<file path="src/cgbs_pkg.sv">
`default_nettype none
// ----------------------------------------------------------------------------
// cgbs_pkg: shared types and constants of the cost grid bilinear sampler
// Op codes, register indexes, config and queue entry types.
// ----------------------------------------------------------------------------
package cgbs_pkg;

	localparam int unsigned DEFAULT_MAX_WIDTH  = 256;
	localparam int unsigned DEFAULT_MAX_HEIGHT = 256;

	// Depth of the queue between front and back (power of two)
	localparam int unsigned QUEUE_DEPTH = 4;
	localparam int unsigned QLW         = $clog2(QUEUE_DEPTH + 1);

	localparam int unsigned CFG_INDEX_W = 3;

	localparam logic [15:0] OUTSIDE_COST   = 16'hFF00;
	localparam logic [15:0] RST_CELLS_PER_M = 16'd5120;
	localparam logic [8:0]  RST_MAP_DIM    = 9'd256;

	typedef enum logic {
		OP_WRITE = 1'b0,
		OP_QUERY = 1'b1
	} op_t;

	typedef enum logic [CFG_INDEX_W-1:0] {
		REG_ORIGIN_X   = 3'd0,
		REG_ORIGIN_Y   = 3'd1,
		REG_CELLS_PER_M = 3'd2,
		REG_MAP_WIDTH  = 3'd3,
		REG_MAP_HEIGHT = 3'd4
	} cfg_reg_t;

	typedef struct packed {
		logic signed [15:0] org_x;
		logic signed [15:0] org_y;
		logic [15:0]        cells_per_metre;
		logic [8:0]         map_width;
		logic [8:0]         map_height;
	} cfg_t;

	// One classified item as it waits for the back end
	typedef struct packed {
		op_t         op;
		logic [15:0] cell_index;
		logic [7:0]  cell_cost;
		logic [15:0] x0;
		logic [15:0] y0;
		logic [7:0]  fx;
		logic [7:0]  fy;
		logic        outside;
	} queue_entry_t;

	typedef struct packed {
		logic           head_valid;
		logic [QLW-1:0] level;
	} queue_status_t;

endpackage
`default_nettype wire

</file>
<file path="src/cgbs_front.sv">
`default_nettype none
// ----------------------------------------------------------------------------
// cgbs_front: item intake and classification
// Subtracts the origin, scales to grid coordinates, splits cell and
// fraction and flags neighborhoods that leave the map.
// ----------------------------------------------------------------------------
module cgbs_front #(
	parameter int unsigned MAX_WIDTH  = cgbs_pkg::DEFAULT_MAX_WIDTH,
	parameter int unsigned MAX_HEIGHT = cgbs_pkg::DEFAULT_MAX_HEIGHT,
	localparam int unsigned WW = $clog2(MAX_WIDTH + 1),
	localparam int unsigned HW = $clog2(MAX_HEIGHT + 1)
) (
	input  wire logic                   clk,
	input  wire logic                   arst_n,
	input  wire logic                   start,
	input  wire logic                   op,
	input  wire logic [15:0]            cell_index,
	input  wire logic [7:0]             cell_cost,
	input  wire logic signed [15:0]     pos_x,
	input  wire logic signed [15:0]     pos_y,
	input  wire cgbs_pkg::cfg_t         cfg,
	input  wire logic [WW-1:0]          w_eff,
	input  wire logic [HW-1:0]          h_eff,
	input  wire cgbs_pkg::queue_status_t qstat,
	output logic                        busy,
	output logic                        push,
	output cgbs_pkg::queue_entry_t      push_entry
);
	import cgbs_pkg::*;

	logic               accept;
	logic               valid_s1;
	op_t                op_s1;
	logic [15:0]        index_s1;
	logic [7:0]         cost_s1;
	logic signed [16:0] dx_s1;
	logic signed [16:0] dy_s1;

	logic               valid_s2;
	op_t                op_s2;
	logic [15:0]        index_s2;
	logic [7:0]         cost_s2;
	logic signed [33:0] gx_s2;
	logic signed [33:0] gy_s2;

	logic signed [16:0] cpm_s;
	logic [16:0]        x1;
	logic [16:0]        y1;

	// Hold off intake once queue plus in-flight items could fill the queue
	assign busy   = (32'(qstat.level) + 32'(valid_s1) + 32'(valid_s2)) >= QUEUE_DEPTH;
	assign accept = start && !busy;
	assign cpm_s  = $signed({1'b0, cfg.cells_per_metre});

	always_ff @(posedge clk or negedge arst_n) begin
		if (!arst_n) begin
			valid_s1 <= 1'b0;
			valid_s2 <= 1'b0;
		end else begin
			valid_s1 <= accept;
			valid_s2 <= valid_s1;
		end
	end

	always_ff @(posedge clk) begin
		op_s1    <= op_t'(op);
		index_s1 <= cell_index;
		cost_s1  <= cell_cost;
		dx_s1    <= {pos_x[15], pos_x} - {cfg.org_x[15], cfg.org_x};
		dy_s1    <= {pos_y[15], pos_y} - {cfg.org_y[15], cfg.org_y};

		op_s2    <= op_s1;
		index_s2 <= index_s1;
		cost_s2  <= cost_s1;
		gx_s2    <= 34'(dx_s1) * 34'(cpm_s);
		gy_s2    <= 34'(dy_s1) * 34'(cpm_s);
	end

	// Q16.16 grid coordinate: integer cell in [31:16], blend weight in [15:8]
	assign x1 = {1'b0, gx_s2[31:16]} + 17'd1;
	assign y1 = {1'b0, gy_s2[31:16]} + 17'd1;

	always_comb begin
		push                  = valid_s2;
		push_entry.op         = op_s2;
		push_entry.cell_index = index_s2;
		push_entry.cell_cost  = cost_s2;
		push_entry.x0         = gx_s2[31:16];
		push_entry.y0         = gy_s2[31:16];
		push_entry.fx         = gx_s2[15:8];
		push_entry.fy         = gy_s2[15:8];
		push_entry.outside    = gx_s2[33] || gy_s2[33]
		                     || (x1 >= 17'(w_eff)) || (y1 >= 17'(h_eff));
	end

endmodule
`default_nettype wire

</file>
<file path="config.mk">
export PLATFORM = sky130hd
export DESIGN_NAME = cgbs_front
export DESIGN_NICKNAME = d
export VERILOG_FILES = /design/src/cgbs_pkg.sv /design/src/cgbs_front.sv
export SDC_FILE = /design/constraint.sdc
export NUM_CORES = 2
export LEC_CHECK = 0
export BUFFER_PORTS_ARGS = -buffer_cell sky130_fd_sc_hd__buf_2
export CORE_MARGIN = 2
export CORE_UTILIZATION = 40
export DETAILED_ROUTE_END_ITERATION = 8
export GPL_ROUTABILITY_DRIVEN = 0
export PLACE_DENSITY_LB_ADDON = 0.2
export SLEW_MARGIN = 20
export SYNTH_ARGS = -nofsm -noshare
export SYNTH_HDL_FRONTEND = slang
export SYNTH_SLANG_ARGS = --single-unit
</file>
<file path="constraint.sdc">
create_clock -name clk -period 5.6 [get_ports clk]
set_input_delay 0.56 -clock clk [delete_from_list [all_inputs] [get_ports clk]]
set_output_delay 0.56 -clock clk [all_outputs]
set_load 0.005 [all_outputs]
</file>
==> flow_summary.yaml <==
cts:
  cts_tree: "built"
  htree_levels: 4
  cts-buffers-inserted: 17
  clk_pin_slew_ps: 90
  cts_max_path_buffers: 2
  cts-root-buf: "clkbuf_16"
  cts_sinks: 136
  clk_latency_ps: 500
synthesis:
  synth_fa_ha_area_frac: 0.536
  synthArstFlopShare: 0.0147
  synthSimpleGateAreaFrac: 0.143
  yosysTopAreaCell: "fa_1"
  synth_flop_cell: "dfxtp_1"
  synth_xor_xnor_area_share: 0.0300
  yosys-top-cells-area: "fa_1 43%, inv_1 11%, ha_1 11%"
  synth_top_family_by_area: "adder cells"
  synth.area.mux_share: 0.000964
  syn-mean-instance-area_sq_um: 9.11
  syn_area_sq_mm: 0.0260
  synth_fp_nets: 3778
  synth_seq_cells: 136
  synth.distinct_cells: 72
  synth_compound_area_frac: 0.0455
  synth-edff-count: 0
  synth_top_area_frac: 0.429
  syn_inst: 2851
  yosysSeqAreaShare: 0.105
  ys.warnings.count: 0
timing:
  setup_violations: 9
  worst_pin_slew_ps: 611
  whs_ps: 171
  timing.final.crit_share: 1.01
  clock.fmax_ghz: 0.176
  hold_viol_final: 0
  timing.final.crit_period_ps: 5680
  slew-limit-headroom: 0.588
  rsz0062_at_grt: "true"
  slew_violations: 0
  fin_ws_ps: -82.5
  finClkSkew_ps: 24.8
worst_setup_path:
  worstSetupStartpointType: "primary input"
  worstPathMaxFanout: 16
  rr_worst_depth: 21
  crit_arrival_ps: 6120
  crit_path_cell_trace: "buf_2 > buf_12 > nand2_1 > fa_1 > inv_1 > fa_1 > inv_1 > fa_1 > inv_1 > fa_1 > fa_1 > inv_1 > fa_1 > inv_2 > ha_4 > buf_6 > nand4_1 > a211o_4 > and2_4 > a21oi_4 > nand2b_1 > o21ai_2 > xor2_1"
  cp_slowest_cell: "fa_1"
  end_kind: "flip-flop"
  worstSetupPathType: "primary input to flip-flop"
  cp-startpoint: "cfg[27]"
  path_common_cell: "fa_1"
  crit_required_ps: 6040
  timing.rr.start: "dx_s1[11]$_DFF_P_"
  slowest_delay_ps: 550
placed_design:
  io_buffer_count: 204
  hpwl_um: 53900
  place_area_sq_mm: 0.0301
status:
  violations: "negative setup slack"
  outcome: "complete, but fails checks"
layout:
  drive_gt1_frac: 0.225
  utilization: 0.489
  stdcell_area_sq_mm: 0.0315
  nets: 4200
  area_growth_pct: 21.3
  n_fill_cell: 6026
route:
  avgRoutedWirePerCell_um: 15.3
  wl_um: 63300
  drtIter0Drc: 711
  post_drt_via_cell_ratio: 4.62
  drc: 0
  ant_nets: 0
  via_count: 19100
  drt_pass1_iterations: 5
global_routing:
  grt_overflow: 0
  antenna_found_initial: 1
  grt_pass1_wl_um: 106000
  first_global_vias: 21400
  grt_max_degree: 33
  grt.total_usage: 0.198
floorplan:
  start_util: 0.403
  die_h_um: 259
  die_area_sq_mm: 0.0670
  die_x_um: 259
  pin_count: 224
  coreArea_sq_mm: 0.0643
  placementRows: 93
worst_hold_path:
  min_path_cells: 1
  min-delay-start: "cell_cost[0]"
  hp-class: "primary input to flip-flop"
flow_run:
  drv_cap: 0
-- metal layers --
layer / vias to the layer above / track usage / wire [um]
li1: 9091 / - / -
met3: 57 / 0.0323 / 2540
met4: 0 / 0.0496 / 1070
met2: 339 / 0.363 / 33100
met1: 9638 / 0.242 / 26500
met5: - / 0 / 0
-- placed cells by master (no fill, tap or decap), drive strengths merged, types with 4 or more instances in the layout --
cell type	instances
inv	791
fa	556
buf	532
nand2	359
and2	225
ha	223
dfxtp	134
xnor2	68
nor2	54
a21oi	50
o21ai	34
nand3	31
nor3	30
xor2	21
clkbuf	19
o21a	15
a21o	15
nor2b	14
nand2b	12
and3	9
o21bai	8
a211oi	7
or3	6
and4	6
o211ai	5
a31oi	5
nand4	4
a211o	4
a221oi	4
o31ai	4
-- worst max-delay path, delay by kind of cell --
kind	cells	cell delay, ps
AOI/OAI and AO/OA	3	740
xor gates and xnor gates	1	140
adders and majority gates	7	3270
buffers and inverters	8	810
and+or+nand+nor	4	580
-- area by class of cell --
type                       count  area [sq um]  area share
multi-input combinational   1802         20200       0.640
timing repair buffer         534          3960       0.126
inverter                     782          2940      0.0932
sequential                   136          2810      0.0892
tap                          855          1070      0.0340
clock buffer                  18           439      0.0139
clock inverter                14           126     0.00401
antenna                        1          2.50   0.0000794
-- final timing paths --
kind	slack [ps]	end
min	170	cost_s1[0]$_DFF_P_
max	-80	gx_s2[25]$_DFF_P_
min reg2reg	310	op_s2$_DFF_P_
max in group asynchronous	5120	push$_DFF_PN0_
min in group asynchronous	390	valid_s1$_DFF_PN0_
max reg2reg	-70	gx_s2[25]$_DFF_P_
-- registers in the layout, summed over array words and instances (netlist names) --
signal,count
gy_s2,25
dy_s1,17
cost_s2,8
op_s2,1
index_s2,16
gx_s2,25
op_s1,1
valid_s1,1
cost_s1,8
index_s1,16
dx_s1,17
push,1
-- logic make-up after synthesis --
logic type | Yosys count
muxes | 2
DFF | 136
and+or+nand+nor | 761
buffers and inverters | 913
xor gates and xnor gates | 89
AOI/OAI and AO/OA | 171
adders and majority gates | 779
-- metrics by stage --
step | std cells | setup slack (ps) | setup TNS [ps]
6_report | 4142 | -82.5 | -378
3_5_place_dp | 4082 | -737 | -17220
5_1_grt | 4142 | -283 | -3870
3_3_place_gp | 4082 | -628 | -14970
2_1_floorplan | 2851 | -95.2 | -190
4_1_cts | 4126 | -109 | -382
-- cells in the mapped netlist, types with 6 or more instances --
master and n:
nand2_1 359, o21a_1 15, a21oi_1 49, nand3_1 30, clkbuf_1 82, o21bai_1 6, a21o_1 14, or3_1 6
inv_1 782, nor3_1 29, nor2_1 54, xor2_1 21, xnor2_1 68, o21ai_1 6, ha_1 223, and2_1 222
buf_4 49, o21ai_0 26, and3_1 9, nor2b_1 14, dfxtp_1 134, nand2b_1 12, fa_1 556
-- repair_timing --
| action | 4_1_cts | 5_1_grt |
|---|---|---|
| setup buffers | 12 | 16 |
| pin swaps | 36 | 76 |
| gates cloned | 0 | 1 |
| hold endpoints to repair | 2 | 0 |
| gates resized for setup | 72 | 114 |
| hold buffers | 1 | 0 |
| endpoints found under the setup margin | 29 | 30 |
Power is not shown: default switching activity piles up to over one toggle a cycle in this logic, so the estimate is an artifact.
