--- src/cgbs_pkg.sv ---
`default_nettype none
// ----------------------------------------------------------------------------
// cgbs_pkg: shared types and constants of the cost grid bilinear sampler
// Op codes, register indexes, config and queue entry types.
// ----------------------------------------------------------------------------
package cgbs_pkg;

	localparam int unsigned DEFAULT_MAX_WIDTH  = 256;
	localparam int unsigned DEFAULT_MAX_HEIGHT = 256;

	// Depth of the queue between front and back (power of two)
	localparam int unsigned QUEUE_DEPTH = 4;
	localparam int unsigned QLW         = $clog2(QUEUE_DEPTH + 1);

	localparam int unsigned CFG_INDEX_W = 3;

	localparam logic [15:0] OUTSIDE_COST   = 16'hFF00;
	localparam logic [15:0] RST_CELLS_PER_M = 16'd5120;
	localparam logic [8:0]  RST_MAP_DIM    = 9'd256;

	typedef enum logic {
		OP_WRITE = 1'b0,
		OP_QUERY = 1'b1
	} op_t;

	typedef enum logic [CFG_INDEX_W-1:0] {
		REG_ORIGIN_X   = 3'd0,
		REG_ORIGIN_Y   = 3'd1,
		REG_CELLS_PER_M = 3'd2,
		REG_MAP_WIDTH  = 3'd3,
		REG_MAP_HEIGHT = 3'd4
	} cfg_reg_t;

	typedef struct packed {
		logic signed [15:0] org_x;
		logic signed [15:0] org_y;
		logic [15:0]        cells_per_metre;
		logic [8:0]         map_width;
		logic [8:0]         map_height;
	} cfg_t;

	// One classified item as it waits for the back end
	typedef struct packed {
		op_t         op;
		logic [15:0] cell_index;
		logic [7:0]  cell_cost;
		logic [15:0] x0;
		logic [15:0] y0;
		logic [7:0]  fx;
		logic [7:0]  fy;
		logic        outside;
	} queue_entry_t;

	typedef struct packed {
		logic           head_valid;
		logic [QLW-1:0] level;
	} queue_status_t;

endpackage
`default_nettype wire

--- src/cgbs_queue.sv ---
`default_nettype none
// ----------------------------------------------------------------------------
// cgbs_queue: short queue between front and back
// Classified items wait here; the back end takes the head each cycle.
// ----------------------------------------------------------------------------
module cgbs_queue (
	input  wire logic                   clk,
	input  wire logic                   arst_n,
	input  wire logic                   push,
	input  wire cgbs_pkg::queue_entry_t push_entry,
	output cgbs_pkg::queue_status_t     qstat,
	output cgbs_pkg::queue_entry_t      head
);
	import cgbs_pkg::*;

	localparam int unsigned PW = $clog2(QUEUE_DEPTH);

	queue_entry_t   entries_q [QUEUE_DEPTH];
	logic [PW-1:0]  wr_ptr_q;
	logic [PW-1:0]  rd_ptr_q;
	logic [QLW-1:0] level_q;
	logic           pop;

	// back end never stalls: the head leaves as soon as it is there
	assign pop              = level_q != '0;
	assign qstat.head_valid = pop;
	assign qstat.level      = level_q;
	assign head             = entries_q[rd_ptr_q];

	always_ff @(posedge clk or negedge arst_n) begin
		if (!arst_n) begin
			wr_ptr_q <= '0;
			rd_ptr_q <= '0;
			level_q  <= '0;
		end else begin
			if (push) wr_ptr_q <= PW'(wr_ptr_q + 1'b1);
			if (pop)  rd_ptr_q <= PW'(rd_ptr_q + 1'b1);
			case ({push, pop})
				2'b10:   level_q <= QLW'(level_q + 1'b1);
				2'b01:   level_q <= QLW'(level_q - 1'b1);
				default: level_q <= level_q;
			endcase
		end
	end

	always_ff @(posedge clk) begin
		if (push) entries_q[wr_ptr_q] <= push_entry;
	end

`ifndef SYNTHESIS
	a_no_overflow: assert property (@(posedge clk) disable iff (!arst_n)
		push && !pop |-> 32'(level_q) < QUEUE_DEPTH)
		else $error("queue overflow");
	a_push_lands: assert property (@(posedge clk) disable iff (!arst_n)
		push && !pop |=> level_q != '0)
		else $error("pushed entry lost");
`endif

endmodule
`default_nettype wire

--- config.mk ---
export PLATFORM = sky130hd
export DESIGN_NAME = cgbs_queue
export DESIGN_NICKNAME = d
export VERILOG_FILES = /design/src/cgbs_pkg.sv /design/src/cgbs_queue.sv
export SDC_FILE = /design/constraint.sdc
export NUM_CORES = 1
export LEC_CHECK = 0
export ABC_AREA = 1
export BUFFER_PORTS_ARGS = -buffer_cell sky130_fd_sc_hd__buf_2
export CAP_MARGIN = 20
export CORE_MARGIN = 4
export CORE_UTILIZATION = 50
export DETAILED_ROUTE_END_ITERATION = 7
export GPL_TIMING_DRIVEN = 0
export PLACE_DENSITY = 0.69
export SYNTH_ARGS = -nofsm -noshare
export SYNTH_HDL_FRONTEND = slang
export SYNTH_SLANG_ARGS = --single-unit
--- constraint.sdc ---
create_clock -name clk -period 7.2 [get_ports clk]
set_input_delay 0.72 -clock clk [delete_from_list [all_inputs] [get_ports clk]]
set_output_delay 0.72 -clock clk [all_outputs]
set_load 0.005 [all_outputs]
==> results of run 1 <==
[worst min-delay path by stage]
stage / from / endpoint / cells after the start
global route: push_entry[67] / entries_q[0][67]$_DFFE_PP_ / 1
floorplan: arst_n / level_q[0]$_DFFE_PN0P_ / 0
detailed placement: level_q[0]$_DFFE_PN0P_ / level_q[0]$_DFFE_PN0P_ / 1
finish: push_entry[61] / entries_q[3][61]$_DFFE_PP_ / 1
global placement: level_q[0]$_DFFE_PN0P_ / level_q[0]$_DFFE_PN0P_ / 1
CTS: push_entry[51] / entries_q[0][51]$_DFFE_PP_ / 1
[what timing repair did]
action	4_1_cts	5_1_grt
hold endpoints to repair	7	0
hold buffers	1	0
setup endpoints to repair	0	0
gates resized for setup	0	0
[synthesized netlist by cell type]
| cell type | number | area share |
|---|---|---|
| o211ai_1 | 37 | 0.022 |
| xor2_1 | 2 | 0.0014 |
| nand2_1 | 235 | 0.069 |
| xnor2_1 | 1 | 0.00069 |
| inv_2 | 1 | 0.00029 |
| inv_1 | 161 | 0.047 |
| edfxtp_1 | 296 | 0.70 |
| buf_2 | 15 | 0.0059 |
| dfrtp_1 | 7 | 0.014 |
| o21ai_0 | 2 | 0.00078 |
| fa_1 | 1 | 0.0016 |
| o211ai_2 | 111 | 0.11 |
| buf_8 | 2 | 0.0024 |
| clkbuf_1 | 2 | 0.00059 |
| buf_6 | 17 | 0.015 |
| ha_1 | 5 | 0.0049 |
| buf_4 | 15 | 0.0088 |
| nand3_1 | 3 | 0.0012 |
| nand4_1 | 1 | 0.00049 |
[sequential cells by signal, indices dropped and copies added, names as in the netlist]
name,count
entries_q,296
level_q,3
rd_ptr_q,2
wr_ptr_q,2
[area by class of cell]
type                    count  share of cell area
diodes                      2            0.000334
multi-input cells         398               0.179
well taps                 330              0.0276
inverters                 162              0.0413
repair buffers            158              0.0586
clock inverters            16             0.00635
flip-flops and latches    303               0.605
clock buffers              38              0.0535
plain buffers              51              0.0278
[routing by layer]
metal  share of wire  up-vias  global-route usage
met5          0.0013        -                   0
met1            0.42     3533               0.236
met2            0.50      186               0.316
met3           0.058       48              0.0373
met4           0.023        6              0.0476
li1                -     3556                   -
[cell families (layout without fill, tap and decap cells)]
kind of cell,Yosys count,count (layout),share of synthesized area
compound gates,150,150,0.131
xor+xnor,3,3,0.00206
other cells,0,2,0
buf+inv,213,425,0.0802
flops,303,303,0.709
fa+ha+maj,6,6,0.00646
simple gates,239,239,0.0707
[worst max-delay path, stage by stage (launching register included)]
cell and delay [ns]:
dfrtp_1 0.46, inv_2 0.09, buf_4 0.22, buf_2 0.29, o211ai_1 0.13, nand2_1 0.10, buf_2 0.12
[where the power goes]
group          switching [mW]  leakage [nW]  internal [mW]  total, mW
combinational            1.44          2.93          0.895       2.33
sequential             0.0951          2.80           2.31       2.40
clock                   0.619         0.436          0.814       1.43
[stage by stage]
step / hold slack, ns / setup slack (ns) / power, mW / instance area, um^2 / util
final: 0.388 / 4.52 / 6.17 / 15000 / 0.595
after global routing: 0.371 / 4.35 / 6.54 / 15000 / 0.595
after CTS: 0.358 / 4.45 / 6.26 / 15000 / 0.595
after detailed placement: 0.482 / 4.89 / 4.82 / 14100 / 0.559
after global placement: 0.482 / 3.00 / 4.78 / 14000 / 0.554
after floorplan: 0.424 / 4.31 / 3.93 / 12800 / -
==> run metrics, run 1 <==
CTS tree done; CTS sink count about 300; Post-Route WL around 26000 um; core area about 0.025 mm^2; HP Class in -> reg; Syn Area/Cell between 10 and 15 um^2; Slew Limit Fails 0; multi-input logic area about 0.0027 mm^2; Die Y around 170 um; Critical Path RT between 6 and 7 ns; Routed Antenna Nets 0; die area 0.0282 mm^2; DR pass1 iterations 5; hpwl dp approximately 16000 um; fin nets roughly 1200; first-pass GRT wire length between 40000 and 50000 um; crit path launch rd_ptr_q[1]$_DFFE_PN0N_; leakage power between 6 and 7 nW; # IOs around 160; Syn-to-layout area delta 17.2%; commonest cells after routing, fill and taps aside edfxtp_1 (296), nand2_1 (235), buf_2 (168), inv_1 (157), o211ai_2 (111); grt ovf 0; CTS clk-pin slew, worst paths around 0.06 ns; htree depth 1; Final Hold Viols 0; largest net degree at the start of global routing ~60; Inst Count DP around 1400; final non-filler cell total 1458; Critical Path Source Type flop; Reg2Reg Launch Point wr_ptr_q[0]$_DFFE_PN0P_; worst reg-to-reg setup slack around 5.4 ns; Core Rows 58; I/O Buffers ~150; Cell variety after synth 19; Reg2Reg Depth 5; worst-margin pin slew 0.592 ns; critical path class reg -> out; min Tclk post-route roughly 2.7 ns; FF+latch area just over 0.009 mm^2; vias per std cell between 5 and 6; PD cells 412 mW/mm^2; unrepaired setup endpoints after global routing no; Post-Synthesis Cell Area 0.0128 mm^2; Crit. End Element output port; period utilisation layout 0.372; Die Width 168 um; Post-CTS Setup Bufs 0; layout cells sized above 1 0.319; Max Cap Viol 0; fmax 373 MHz; clk_lat worst skew between 0.5 and 0.6 ns; Fin Setup TNS 0 ns; vias in the first global route ~7400; CTS root buffer clkbuf_16; Fillers just under 2000; worst path arrival time 1.96 ns; Clock Skew slightly below 0.01 ns; DRC viols 0; outcome complete, no violations; Peak VDD IR roughly 260 uV; DR WL/cell about 18 um; TritonCTS buffer count 30; crit path to head[62]; routability congestion estimate between 0.7 and 0.8; Gate Count Post-Synth 914; # setup viols final 0; Reg-to-Reg End entries_q[2][44]$_DFFE_PP_; commonest non-fill, non-tap cell in the layout edfxtp_1; initial antenna violation count 4; Starting Density 0.507; Post-Syn Nets 997; Synth Register Bits between 300 and 400; relative slew slack 0.605; yosys warns 0; Crit Path Max Fanout 10; sequential share of the synthesized area 0.709; total track usage 0.182; maximum clock path buffer count 3; number of DRC violations after detailed-routing iteration 0 between 300 and 400; vias after detailed routing approximately 7300
(Power assumes the default switching activity.)
==> inputs of run 2 (changes only) <==
==> constraint.sdc (replaced) <==
create_clock -name clk -period 2.5 [get_ports clk]
set_input_delay 0.25 -clock clk [delete_from_list [all_inputs] [get_ports clk]]
set_output_delay 0.25 -clock clk [all_outputs]
set_load 0.005 [all_outputs]
==> run 2 against run 1 <==
  * Final cell count grew 5.1%
  * Design area grew 5.5%
  * Hold slack worse by 0.33 ns
  * Wire length increased by 4.3%
  * Die area did not move
==> run metrics, run 2 (synthesis gave the netlist of run 1 again) <==
vias after detailed routing 7637 (+4.2%); Max Cap Viol 0 (unchanged); die area 0.0282 mm^2 (unchanged); Placed Area 0.0141 mm^2 (+0.35%); post-route cell area 0.0158 mm^2 (+5.5%); number of DRC violations after detailed-routing iteration 0 440 (+26%); DR pass1 iterations 5 (unchanged); Final Hold Viols 0 (unchanged); Die Width 168 um (unchanged); cell mode on critical path buf_2; Power Total 18.1 mW (+190%); # IOs 155 (unchanged); Peak VDD IR 665 uV (+160%); top flop regs entries_q: 296 flops, level_q: 3 flops; leakage power 6.50 nW (+5.3%); fin nets 1265 (+6.6%); unrepaired setup endpoints after global routing no; Buf+Inv Stages, Crit Path 4 (unchanged); commonest cells after routing, fill and taps aside edfxtp_1 (296), nand2_1 (235), buf_2 (168), inv_1 (157), o211ai_2 (111); first-pass GRT wire length 42800 um (+6.0%); CTS tree done; Reg with most FFs entries_q; Power Internal 11.8 mW (+190%); Finished Core Util 0.628 (+0.0328); CP cell instances inv_2, buf_4, buf_2, o211ai_1, nand2_1, buf_2; NetSw 6.30 mW (+190%); CTS sink count 303 (unchanged); crit-path max cell delay 0.47 ns (about the same); hpwl dp 16400 um (+3.6%); hold_ws 0.0569 ns (-0.331 ns); Crit Path Max Fanout 10 (unchanged); largest net degree at the start of global routing 40 (-32%); final non-filler cell total 1533 (+5.1%); commonest non-fill, non-tap cell in the layout edfxtp_1; combinational cell fraction of total power 0.382 (+0.004); layout cells sized above 1 0.305 (-0.0138); Starting Density 0.507 (unchanged); worst-margin pin slew 0.650 ns (+0.0581 ns); vias per std cell 4.98 (-0.90%); Post-Route WL 27300 um (+4.3%); total track usage 0.193 (+0.0114); Core Rows 58 (unchanged); CTS root buffer clkbuf_16; routability congestion estimate 0.722 (+2.5%); CP max-delay cell dfrtp_1; I/O Buffers 153 (unchanged); worst reg-to-reg setup slack 0.31 ns (-5.05 ns); cts repair resizes 0 (unchanged); min Tclk post-route roughly 2.3 ns; CP delay by family, top buffers and inverters; Slew Limit Fails 0 (unchanged); Fin Setup TNS 0 ns (unchanged); Critical Path Source Type flop; antenna fix cells 0 (-2); Sequential Power Share 0.383 (-0.007); fmax 437 MHz; period utilisation layout 0.916; vias in the first global route 7857 (+5.9%); core area 0.0252 mm^2 (unchanged); grt ovf 0 (unchanged); Critical Path Stages 6 (unchanged); Clk network pwr share 0.235 (+0.003); setup ws final 0.211 ns (-4.31 ns); switching share of power 0.348 (-0.000608); CTS clk-pin slew, worst paths 0.06 ns (about the same); DRC viols 0 (unchanged); outcome complete, no violations; critical path class reg -> out; worst path arrival time 2.04 ns (+0.08 ns); Crit. End Element output port; Die Y 168 um (unchanged); Fillers 1868 (-5.5%); dpl ws 0.245 ns (-4.64 ns); clk_lat worst skew 0.55 ns (about the same); htree depth 1 (unchanged); TritonCTS buffer count 31 (+3.3%); HP Class in -> async; Clock Skew 0.00565 ns (-0.00423 ns); relative slew slack 0.565 (-0.0397); DR WL/cell 17.8 um (-0.77%); initial antenna violation count 0 (-4); PD cells 1140 mW/mm^2 (+180%); Routed Antenna Nets 0 (unchanged); Syn-to-layout area delta 23.7%; max reg flops 296 (unchanged); Inst Count DP 1404 (+0.21%); # setup viols final 0 (unchanged); Critical Path RT 2.25 ns (-4.23 ns); maximum clock path buffer count 3 (unchanged); Reg2Reg Depth 6 (+1)
[run 2: changes by cell type in the layout (fill, tap and decap cells not counted), moves of 2 or more]
cell	change
buf_12	+5
clkbuf_1	-3
inv_4	-3
clkinvlp_4	+4
diode_2	-2
dlygate4sd3_1	+74
buf_16	-2
clkinv_1	-2
[run 2: what timing repair did]
| action | CTS | global route |
|---|---|---|
| hold endpoints to repair | 303 | 0 |
| hold buffers | 75 | 0 |
| setup buffers | 0 | 0 |
[run 2: final timing paths]
path,from,end
worst max-delay path,rd_ptr_q[1]$_DFFE_PN0N_,head[59]
worst min-delay path,arst_n,rd_ptr_q[1]$_DFFE_PN0N_
worst max register to register,wr_ptr_q[0]$_DFFE_PN0P_,entries_q[2][37]$_DFFE_PP_
worst min register to register,level_q[0]$_DFFE_PN0P_,level_q[0]$_DFFE_PN0P_
max in group asynchronous,arst_n,wr_ptr_q[0]$_DFFE_PN0P_
min in group clk,push,wr_ptr_q[1]$_DFFE_PN0P_
[run 2: power groups by stage]
stage | clock [mW] | sequential [mW] | combinational (mW)
after global placement | 0 | 7.09 | 6.66
after detailed placement | 0 | 7.03 | 6.92
after CTS | 4.35 | 6.93 | 7.05
after floorplan | 0 | 7.01 | 4.29
after global routing | 4.57 | 7.00 | 7.67
final | 4.26 | 6.93 | 6.91
[run 2: layout make-up]
cell class | count | area [um^2] | area share
Clock inverter | 19 | 148 | 0.00934
Inverter | 162 | 622 | 0.0393
Buffer | 51 | 417 | 0.0264
Multi-Input combinational cell | 398 | 2690 | 0.170
Sequential cell | 303 | 9060 | 0.573
Timing Repair Buffer | 235 | 1660 | 0.105
Clock buffer | 35 | 791 | 0.0500
Tap cell | 330 | 413 | 0.0261
[run 2: metal layers]
metal	routed length, um	global-route usage
met4	539	0.0448
met3	1310	0.0289
met5	0	0
met2	14000	0.338
met1	11500	0.258
